**src/hw/rtl/ffla_pkg.sv**
```systemverilog
// ffla_pkg: shared types and constants for the flat face light accumulate block
// no dependencies; imported by ffla_blend, flat_face_light_accumulate and tb
package ffla_pkg;

    localparam int COORD_WIDTH_DEF = 16;
    localparam int COORD_FRAC      = 8;
    localparam int NRM_W           = 16;
    localparam int FACT_W          = 21;

    localparam logic [FACT_W-1:0] F_ONE      = FACT_W'(65536);
    localparam logic [35:0]       FAR_LIMIT  = 36'h9_0000_0000;
    localparam logic [36:0]       DEN        = 37'(9 << (2 * COORD_FRAC));
    localparam logic [22:0]       RECIP_NINE = 23'd7456541;
    localparam int                RECIP_SH   = 26;

    localparam logic [23:0] LIGHT_COLOR_RST = 24'hCCCCCC;

    typedef enum logic [1:0] {
        MODE_AMBIENT = 2'd0,
        MODE_DIR     = 2'd1,
        MODE_POINT   = 2'd2,
        MODE_NONE    = 2'd3
    } mode_t;

    typedef enum logic [1:0] {
        REG_MODE    = 2'd0,
        REG_COLOR   = 2'd1,
        REG_VECTOR  = 2'd2,
        REG_FALLOFF = 2'd3
    } reg_idx_t;

    typedef struct packed {
        mode_t           mode;
        logic [2:0][15:0] ab;
        logic [23:0]     shade;
        logic            last;
        logic            rate_zero;
    } carry_t;

endpackage

```
**src/hw/rtl/ffla_blend.sv**
```systemverilog
// ffla_blend: one color channel, scaled product plus old shade, saturated
// depends on ffla_pkg
module ffla_blend
    import ffla_pkg::*;
(
    input  logic [15:0]       ab,
    input  logic [FACT_W-1:0] fact,
    input  logic [7:0]        old_ch,
    output logic [7:0]        new_ch
);

    logic [36:0] prod;
    logic [13:0] sum;

    always_comb
    begin
        prod = 37'(ab) * 37'(fact);
        sum  = 14'(prod[36:24]) + 14'(old_ch);
        if (sum > 14'd255)
        begin
            new_ch = 8'hFF;
        end
        else
        begin
            new_ch = sum[7:0];
        end
    end

endmodule

```
**config.mk**
```make
export PLATFORM = sky130hd
export DESIGN_NAME = ffla_blend
export DESIGN_NICKNAME = d
export VERILOG_FILES = /design/src/hw/rtl/ffla_pkg.sv /design/src/hw/rtl/ffla_blend.sv
export SDC_FILE = /design/constraint.sdc
export NUM_CORES = 1
export LEC_CHECK = 0
export ABC_AREA = 1
export ABC_CLOCK_PERIOD_IN_PS = 12500
export CELL_PAD_IN_SITES_DETAIL_PLACEMENT = 1
export CELL_PAD_IN_SITES_GLOBAL_PLACEMENT = 2
export CORE_ASPECT_RATIO = 0.8
export CORE_MARGIN = 2
export CORE_UTILIZATION = 40
export DETAILED_ROUTE_END_ITERATION = 7
export DONT_BUFFER_PORTS = 1
export PLACE_DENSITY = 0.92
export SLEW_MARGIN = 0
export SYNTH_ARGS = -nofsm -noshare
export SYNTH_HDL_FRONTEND = slang
export SYNTH_SLANG_ARGS = --single-unit
```
**constraint.sdc**
```tcl
create_clock -name vclk -period 12.5
set_input_delay 2.5 -clock vclk [all_inputs]
set_output_delay 2.5 -clock vclk [all_outputs]
set_load 0.1 [all_outputs]
```
== Yosys cells after proc, flatten, opt, wreduce, memory -nomap -nowiden ==
Cells that the tools add are included.

* Add/sub/neg operators: 1
* $mul: 1
* $lt $le $gt $ge: 1
* Mux-type cells: 1

{| class="wikitable"
|+ Operators with widths
! cell !! number
|-
| $mul 16x21->37 || 1
|-
| $add 13x8->14 || 1
|-
| $gt 14x8->1 const B || 1
|-
| $mux 8 || 1
|}

* Bits in registers: 0
* Input bits: 45
* Output and inout bits: 8
* Logic and storage cells: 4

== Depth between registers and ports, before layout ==
Gate-level depths: netlist (run 1).

* Depth after elaboration: 4
* Gate-level depth with buffers: 36
* Gate-level depth less buffers: 35

== Worst setup path before layout (run 1) ==
Ideal clock, no wire load.

* Path kind: input to output
* Start point: in ab[1]
* End point: out new_ch[0]
* Arrival: 9.652 ns
* Data required time: 10.000 ns
* Setup slack: 0.348 ns
* Stages: 29
* Buffers on the path: 2
* Cell sequence: clkbuf_1 clkbuf_1 nand2_1 fa_1 inv_1 fa_1 inv_1 fa_1 inv_1 fa_1 fa_1 inv_1 fa_1 inv_1 ha_1 a21oi_1 o21ai_1 a21o_1 a31oi_1 xnor2_1 ha_1 inv_1 fa_1 o21ai_0 a21oi_1 nand3_1 nand2_2 nor2_8 nand4_1

* Word-level cells in the longest chain between the ends: 4

{| class="wikitable"
|+ Ends and longest elaborated chain
! item !! RTL line !! source
|-
| from (decl) || ffla_blend.sv:6 || <nowiki>input logic [15:0] ab,</nowiki>
|-
| $mul 16x21->37 * || ffla_blend.sv:17 || <nowiki>prod = 37'(ab) * 37'(fact);</nowiki>
|-
| $add 13x8->14 * || ffla_blend.sv:18 || <nowiki>sum = 14'(prod[36:24]) + 14'(old_ch);</nowiki>
|-
| $gt 14x8->1 || ffla_blend.sv:19 || <nowiki>if (sum > 14'd255)</nowiki>
|-
| $mux 8 * || ffla_blend.sv:19 ||
|-
| to (decl) || ffla_blend.sv:9 || <nowiki>output logic [7:0] new_ch</nowiki>
|}

Mark *: on every way between the ends. The rest lies on a longest branch, timed or not.

== Worst setup path after layout (run 1) ==
* Start point: in ab[10]
* End point: out new_ch[6]

The elaborated chain is that of the path after synthesis.

==> metrics.txt, run 1 <==
ANT nets after route=0; P&R area growth vs syn=2.21%; Cells after Synth=1542; compound-gate portion of the synthesized area=4.22%; post_cts resized=0; status=finished, final reports clean; Avg Inst Size Synth=between 7 and 8 um2; largest net degree at the start of global routing=22; die height=between 150 and 200 um; FF+latch area=0 um2; WL final=approximately 32 mm; cell taking the most area after synthesis=fa_1; final setup TNS=0 ps; multi-input logic area=about 9400 um2; min Tclk post-route=~12000 ps; Die ar.=30000 um2; Critical Path Source Type=primary input; CP Max Fanout=21; part of the Yosys area used for sequential elements=0%; CLK BUF=0; Synth top cells by count=inv_1 (469), nand2_1 (433), fa_1 (264), ha_1 (114), clkbuf_1 (72); max cap viols=0; layout cells sized above 1=between 1 and 1.5%; postcts setup bufs=0; CP arrival=slightly above 9000 ps; adder-cell share of the synthesized area=between 50% and 60%; antenna violations before repair=0; Core Area=around 28000 um2; multiplexer share of the synthesized area=0%; Hold Fails Final Rpt=0; post-synthesis simple-gate area fraction=roughly 18%; gr ovfl total=0; fin crit share=around 94%; final net count=1903; Post-Syn Area=approximately 11000 um2; Synth warnings=0; Filler cells=roughly 3600; WP data required=around 10000 ps; Synth area leaders=fa_1 (46%), inv_1 (15%), nand2_1 (14%); CP endpoint kind=output pin; vias per cell=slightly below 5; Unique masters post-synth=32; largest family of logic cells by synthesized area=adder cells; drc violations=0; CP max stage delay=roughly 530 ps; DP HPWL=about 28 mm; final core occ=between 40% and 50%; Pre-Repair DR Iteration Count=4; vias in the first global route=10300; Post-Synth XOR/XNOR Area=1.30%; CP max-delay cell=fa_1; Min Hold Slack=5530 ps; I/O Buffers=0; most frequent cell after synthesis=inv_1; Yosys top cell area share=approximately 46%; RSZ-0062 raised after global routing=no; worst min-delay path class=primary input to output pin; Avg WL per Cell=approximately 18 um; GRT Total Usage=a little under a quarter; Crit Path Class=primary input to output pin; antenna cells=0; Initial Util=about two fifths; final setup violation count=0; Crit path top cell by count=inv_1; die width=between 150 and 200 um; global-route wire length before repair=about 54 mm; final slew viol count=0; IO Pins=53; Initial DRC Count=391; Seq cells=0; syn nets=~2000; worst-margin pin slew=440 ps; achievable frequency=0.0851 GHz; Slew headroom=between 70 and 80%; GPL Wtd Cong=roughly 0.85; hold buffers post-CTS=0; standard-cell rows=between 50 and 60; Vias=around 9000
[through the flow]
step                      cells  area (um2)  setup WS (ps)
after floorplan            1542       11400            348
after global placement     1848       11700            873
after detailed placement   1848       11700            764
after CTS                  1848       11700            745
after global routing       1848       11700            266
final                      1848       11700            748
[final cells by class]
type | instances | share of cell area, %
Tap cell | 370 | 3.96
Multi-Input combinational cell | 999 | 80.4
Inverter | 471 | 15.1
Timing Repair Buffer | 8 | 0.514
[cells by family after synthesis]
logic type,count (synthesis)
XOR/XNOR,17
adder cells (fa/ha/maj),378
AO/OA/AOI/OAI,89
buffers and inverters,543
AND/OR/NAND/NOR,515
[final timing paths]
check	endpoint	slack, ps	cells past startpoint	startpoint
setup / recovery	new_ch[6]	750	35	ab[10]
hold / removal	new_ch[0]	5530	4	old_ch[0]
[layout by cell type (no fill, tap or decap)]
cell | netlist | routed
xor2_1 | 12 | 12
nand3_1 | 17 | 17
nand3_2 | 1 | 1
nor2_1 | 35 | 35
nor4_1 | 4 | 4
nand2_4 | 1 | 1
nor2_2 | 1 | 1
a31oi_1 | 1 | 1
nand4_1 | 11 | 11
o21ai_0 | 15 | 15
inv_2 | 2 | 2
xnor2_1 | 5 | 5
a21o_1 | 3 | 3
nand2_1 | 433 | 433
nor2_8 | 1 | 1
buf_4 | 0 | 8
inv_1 | 469 | 469
o211ai_1 | 4 | 4
o21bai_1 | 3 | 3
nor3_2 | 1 | 1
nand2_2 | 2 | 2
nor3_1 | 4 | 4
o21ai_1 | 5 | 5
fa_1 | 264 | 264
o311ai_0 | 1 | 1
ha_1 | 114 | 114
nor2_4 | 2 | 2
o21a_1 | 2 | 2
a21boi_1 | 1 | 1
or2_0 | 1 | 1
a21oi_1 | 54 | 54
and2_1 | 1 | 1
[routing by layer]
layer | track usage, % | routed length, um | up-vias
met1 | 32.8 | 15100 | 4604
met2 | 39.7 | 15900 | 149
li1 | - | - | 4227
met5 | 0 | 0 | -
met4 | 2.81 | 437 | 0
met3 | 1.80 | 1050 | 32
[critical path: cells and delay by family]
| family | cells | cell delay [ps] |
|---|---|---|
| AO/OA/AOI/OAI | 6 | 980 |
| buffers and inverters | 11 | 900 |
| adder cells (fa/ha/maj) | 8 | 3680 |
| XOR/XNOR | 1 | 210 |
| AND/OR/NAND/NOR | 9 | 980 |
Power of run 1 is not shown: default switching activity piles up to over one toggle a cycle in this logic, so the estimate is an artifact.
==> inputs of run 2 (changes only) <==
--- a/config.mk
+++ b/config.mk
@@ -6,15 +6,15 @@
 export NUM_CORES = 1
 export LEC_CHECK = 0
 export ABC_AREA = 1
-export ABC_CLOCK_PERIOD_IN_PS = 12500
+export ABC_CLOCK_PERIOD_IN_PS = 10400
 export CELL_PAD_IN_SITES_DETAIL_PLACEMENT = 1
 export CELL_PAD_IN_SITES_GLOBAL_PLACEMENT = 2
 export CORE_ASPECT_RATIO = 0.8
-export CORE_MARGIN = 2
-export CORE_UTILIZATION = 40
+export CORE_UTILIZATION = 37
 export DETAILED_ROUTE_END_ITERATION = 7
 export DONT_BUFFER_PORTS = 1
-export PLACE_DENSITY = 0.92
+export PLACE_DENSITY = 0.9
+export RECOVER_POWER = 50
 export SLEW_MARGIN = 0
 export SYNTH_ARGS = -nofsm -noshare
 export SYNTH_HDL_FRONTEND = slang
==> constraint.sdc (replaced) <==
create_clock -name vclk -period 10.4
set_input_delay 2.08 -clock vclk [all_inputs]
set_output_delay 2.08 -clock vclk [all_outputs]
set_load 0.1 [all_outputs]
==> metrics.txt, run 2 (synthesized netlist as in run 1, its figures left out) <==
commonest cells after routing, fill and taps aside=inv_1 (456), nand2_1 (415), fa_1 (253) (was inv_1 (469), nand2_1 (433), fa_1 (264)); final setup violation count=5 (was 0); Critical Path Source Type=primary input (unchanged); gr ovfl total=0 (unchanged); largest net degree at the start of global routing=22 (unchanged); standard-cell rows=57 (was 55); Core Area=30400 um2 (was 28200 um2); Slew headroom=73.8% (was 70.3%); Initial DRC Count=434 (was 391); P&R area growth vs syn=8.89% (was 2.21%); Initial Util=37.7% (was 40.6%); Die ar.=31600 um2 (was 30000 um2); Post-Layout Cell Count=1909 (was 1848); I/O Buffers=0 (unchanged); failing checks=negative setup slack; DP HPWL=28.3 mm (was 28.0 mm); CP max-delay cell=fa_1 (unchanged); max cap viols=0 (unchanged); CP max stage delay=530 ps (about the same); CP Max Fanout=21 (unchanged); RSZ-0062 raised after global routing=yes (was no); final net count=1921 (was 1903); hold buffers post-CTS=0 (unchanged); die height=159 um (was 155 um); min Tclk post-route=~10000 ps; vias per cell=4.87 (was 4.88); drc violations=0 (unchanged); final slew viol count=0 (unchanged); worst-margin pin slew=392 ps (was 440 ps); vias in the first global route=10700 (was 10300); die width=199 um (was 193 um); status=complete, but fails checks (was finished, final reports clean); Filler cells=3755 (was 3554); WP data required=8320 ps (was 10000 ps); multi-input logic area=9880 um2 (was 9400 um2); WL final=34.6 mm (was 32.5 mm); Crit Path Class=primary input to output pin (unchanged); GRT Total Usage=23.4% (was 23.1%); Pre-Repair DR Iteration Count=5 (was 4); Placed Cells=1901 (was 1848); CP arrival=8330 ps (was 9250 ps); worst setup margin=-14.3 ps (was 748 ps); CP endpoint kind=output pin (unchanged); Avg WL per Cell=18.1 um (was 17.6 um); achievable frequency=0.0960 GHz; FF+latch area=0 um2 (unchanged); antenna cells=0 (unchanged); most common cell after layout, fill and taps aside=inv_1 (unchanged); final core occ=41.0% (was 41.5%); Crit path top cell by count=inv_1 (unchanged); Hold Fails Final Rpt=0 (unchanged); IO Pins=53 (unchanged); Seq cells=0 (unchanged); antenna violations before repair=0 (unchanged); fin crit share=100%; worst min-delay path class=primary input to output pin (unchanged); CLK BUF=0 (unchanged); ANT nets after route=0 (unchanged); GPL Wtd Cong=0.852 (was 0.853); layout cells sized above 1=8.82% (was 1.29%); Vias=9299 (was 9012); global-route wire length before repair=57.7 mm (was 54.4 mm)
==> run 2: changes by cell type in the layout (fill, tap and decap cells not counted), moves of 15 or more <==
cell,change
nand2_1,-18
ha_1,-16
ha_4,+15
a21oi_2,+21
a21oi_1,-22
==> run 2: worst max-delay path, delay by kind of cell <==
family / cells / cell delay [ps]
compound gates: 4 / 500
buf+inv: 9 / 700
fa+ha+maj: 8 / 3530
xor+xnor: 1 / 210
simple gates: 10 / 1300
==> run 2: final cells by class <==
class,instances,share of cell area [%]
inverter,471,14.2
multi-input combinational,999,79.3
tap,413,4.15
timing repair buffer,26,2.37
==> run 2: what timing repair did <==
action                                  CTS  global route
pin swaps                                41            43
buffers inserted                          2             6
hold endpoints to repair                  0             0
resized for setup                        39            29
endpoints found under the setup margin    8             8
==> run 2: per-layer routing <==
metal / GRT usage [%] / share of wire [%]
met5: 0 / 0
met4: 3.36 / 1.2
met3: 2.20 / 4.8
met2: 39.4 / 49
met1: 33.1 / 46
==> run 2: worst paths after layout <==
| check | slack, ps | cells past startpoint | from | end |
|---|---|---|---|---|
| worst max-delay path | -10 | 32 | ab[10] | new_ch[3] |
| worst min-delay path | 4630 | 4 | old_ch[0] | new_ch[0] |
==> run 2: per-stage QoR <==
step                hold slack (ps)  worst slack (ps)  instance area (um2)  TNS [ps]
floorplan                      5000              -253                12000     -2000
global placement               4600             -47.6                12100     -47.6
detailed placement             4610              -168                12100     -1180
CTS                            4650              1.87                12300         0
global route                   4680              -340                12500     -2590
finish                         4630             -14.3                12500     -50.0
Power of run 2 is left out for the same reason.
==> inputs of run 3 (changes only) <==
--- a/config.mk
+++ b/config.mk
@@ -5,17 +5,16 @@
 export SDC_FILE = /design/constraint.sdc
 export NUM_CORES = 1
 export LEC_CHECK = 0
-export ABC_AREA = 1
 export ABC_CLOCK_PERIOD_IN_PS = 10400
 export CELL_PAD_IN_SITES_DETAIL_PLACEMENT = 1
 export CELL_PAD_IN_SITES_GLOBAL_PLACEMENT = 2
 export CORE_ASPECT_RATIO = 0.8
-export CORE_UTILIZATION = 37
+export CORE_UTILIZATION = 39
 export DETAILED_ROUTE_END_ITERATION = 7
 export DONT_BUFFER_PORTS = 1
 export PLACE_DENSITY = 0.9
 export RECOVER_POWER = 50
-export SLEW_MARGIN = 0
+export SLEW_MARGIN = 20
 export SYNTH_ARGS = -nofsm -noshare
 export SYNTH_HDL_FRONTEND = slang
 export SYNTH_SLANG_ARGS = --single-unit
==> metrics.txt, run 3 <==
gr ovfl total=0 (unchanged); Die ar.=28600 um2 (was 31600 um2); IO Pins=53 (unchanged); vias in the first global route=9562 (was 10700); Post-Syn Area=10900 um2 (was 11400 um2); Synth warnings=0 (unchanged); achievable frequency=0.0891 GHz (was 0.0960 GHz); WL final=30.8 mm (was 34.6 mm); min Tclk post-route=11220 ps (was 10410 ps); cell taking the most area after synthesis=fa_1 (unchanged); commonest cells after routing, fill and taps aside=inv_1 (294), fa_1 (253), nand2_1 (213) (was inv_1 (456), nand2_1 (415), fa_1 (253)); final slew viol count=0 (unchanged); Pre-Repair DR Iteration Count=4 (was 5); Slew headroom=17.0% (was 73.8%); Post-Layout Cell Count=1632 (was 1909); Initial DRC Count=416 (was 434); layout cells sized above 1=11.7% (was 8.82%); final net count=1693 (was 1921); WP data required=8320 ps (about the same); CP arrival=9140 ps (was 8330 ps); CP endpoint kind=output pin (unchanged); Yosys top cell area share=48.6% (was 46.2%); most frequent cell after synthesis=inv_1 (unchanged); die height=151 um (was 159 um); GPL Wtd Cong=0.850 (was 0.852); CP Max Fanout=16 (was 21); Hold Fails Final Rpt=0 (unchanged); final setup violation count=8 (was 5); Initial Util=39.8% (was 37.7%); fin crit share=108% (was 100%); part of the Yosys area used for sequential elements=0% (unchanged); worst-margin pin slew=1240 ps (was 392 ps); Placed Cells=1622 (was 1901); DP HPWL=25.9 mm (was 28.3 mm); worst setup margin=-825 ps (was -14.3 ps); largest net degree at the start of global routing=22 (unchanged); Cells after Synth=1260 (was 1542); Critical Path Source Type=primary input (unchanged); RSZ-0062 raised after global routing=yes (unchanged); Unique masters post-synth=51 (was 32); Crit Path Class=primary input to output pin (unchanged); CP max-delay cell=fa_1 (unchanged); Avg Inst Size Synth=8.63 um2 (was 7.42 um2); worst min-delay path class=primary input to output pin (unchanged); P&R area growth vs syn=11.1% (was 8.89%); antenna violations before repair=0 (unchanged); global-route wire length before repair=51.6 mm (was 57.7 mm); Core Area=27300 um2 (was 30400 um2); Avg WL per Cell=18.9 um (was 18.1 um); max cap viols=0 (unchanged); Vias=8365 (was 9299); standard-cell rows=54 (was 57); antenna cells=0 (unchanged); CP max stage delay=540 ps (was 530 ps); die width=189 um (was 199 um); FF+latch area=0 um2 (unchanged); Synth area leaders=fa_1 (49%), ha_1 (13%), inv_1 (10%) (was fa_1 (46%), inv_1 (15%), nand2_1 (14%)); CLK BUF=0 (unchanged); failing checks=negative setup slack (unchanged); syn nets=1683 (was 1965); I/O Buffers=0 (unchanged); drc violations=0 (unchanged); most common cell after layout, fill and taps aside=inv_1 (unchanged); ANT nets after route=0 (unchanged); vias per cell=5.13 (was 4.87); hold buffers post-CTS=0 (unchanged); GRT Total Usage=23.1% (was 23.4%); status=complete, but fails checks (unchanged); Seq cells=0 (unchanged); Synth top cells by count=inv_1 (301), fa_1 (264), nand2_1 (216), and2_1 (136), ha_1 (114) (was inv_1 (469), nand2_1 (433), fa_1 (264), ha_1 (114), clkbuf_1 (72))
run 3: routing by layer:
| metal | track usage (%) | routed length, um | up-vias |
|---|---|---|---|
| met3 | 3.17 | 1770 | 31 |
| met4 | 2.94 | 373 | 0 |
| met5 | 0 | 0 | - |
| li1 | - | - | 3735 |
| met1 | 32.5 | 14100 | 4384 |
| met2 | 38.8 | 14600 | 215 |
run 3: worst max-delay path: cells and delay by family:
| family | cells | cell delay (ps) |
|---|---|---|
| AO/OA/AOI/OAI | 7 | 1060 |
| XOR/XNOR | 1 | 130 |
| adder cells (fa/ha/maj) | 8 | 3690 |
| buffers and inverters | 8 | 910 |
| multiplexers | 1 | 160 |
| AND/OR/NAND/NOR | 6 | 1100 |
run 3: cell type report:
class / count / area, um2
fillers: 3215 / 15200
well taps: 364 / 455
repair buffers: 64 / 601
multi-input cells: 903 / 9890
inverters: 301 / 1130
run 3: per-stage QoR:
stage | utilization [%] | instance area, um2 | hold slack, ps | worst slack (ps) | TNS [ps]
final | 44.2 | 12100 | 4620 | -825 | -6060
after global routing | 44.2 | 12100 | 4640 | -1090 | -8220
after CTS | 43.9 | 12000 | 4600 | -847 | -6360
after detailed placement | 43.3 | 11800 | 4670 | -1050 | -7620
after global placement | 43.3 | 11800 | 4680 | -911 | -6700
after floorplan | - | 11200 | 4770 | -1070 | -6590
run 3: kinds of logic (layout without fill, tap and decap cells):
logic type | after synthesis | after routing | share of synthesized area [%]
xor+xnor | 17 | 17 | 1.37
simple gates | 411 | 411 | 18.3
fa+ha+maj | 378 | 378 | 61.7
compound gates | 94 | 94 | 5.94
mux | 3 | 3 | 0.276
buf+inv | 357 | 365 | 12.3
run 3: final timing paths:
path	from	endpoint	slack, ps	cells after the start
min	old_ch[0]	new_ch[0]	4620	3
max	fact[5]	new_ch[0]	-820	31
run 3: timing repair:
| action | in CTS | in global routing |
|---|---|---|
| pin swaps | 27 | 14 |
| gates resized for setup | 26 | 19 |
| endpoints found under the setup margin | 8 | 8 |
| setup buffers | 8 | 3 |
Power of run 3 is left out for the same reason.
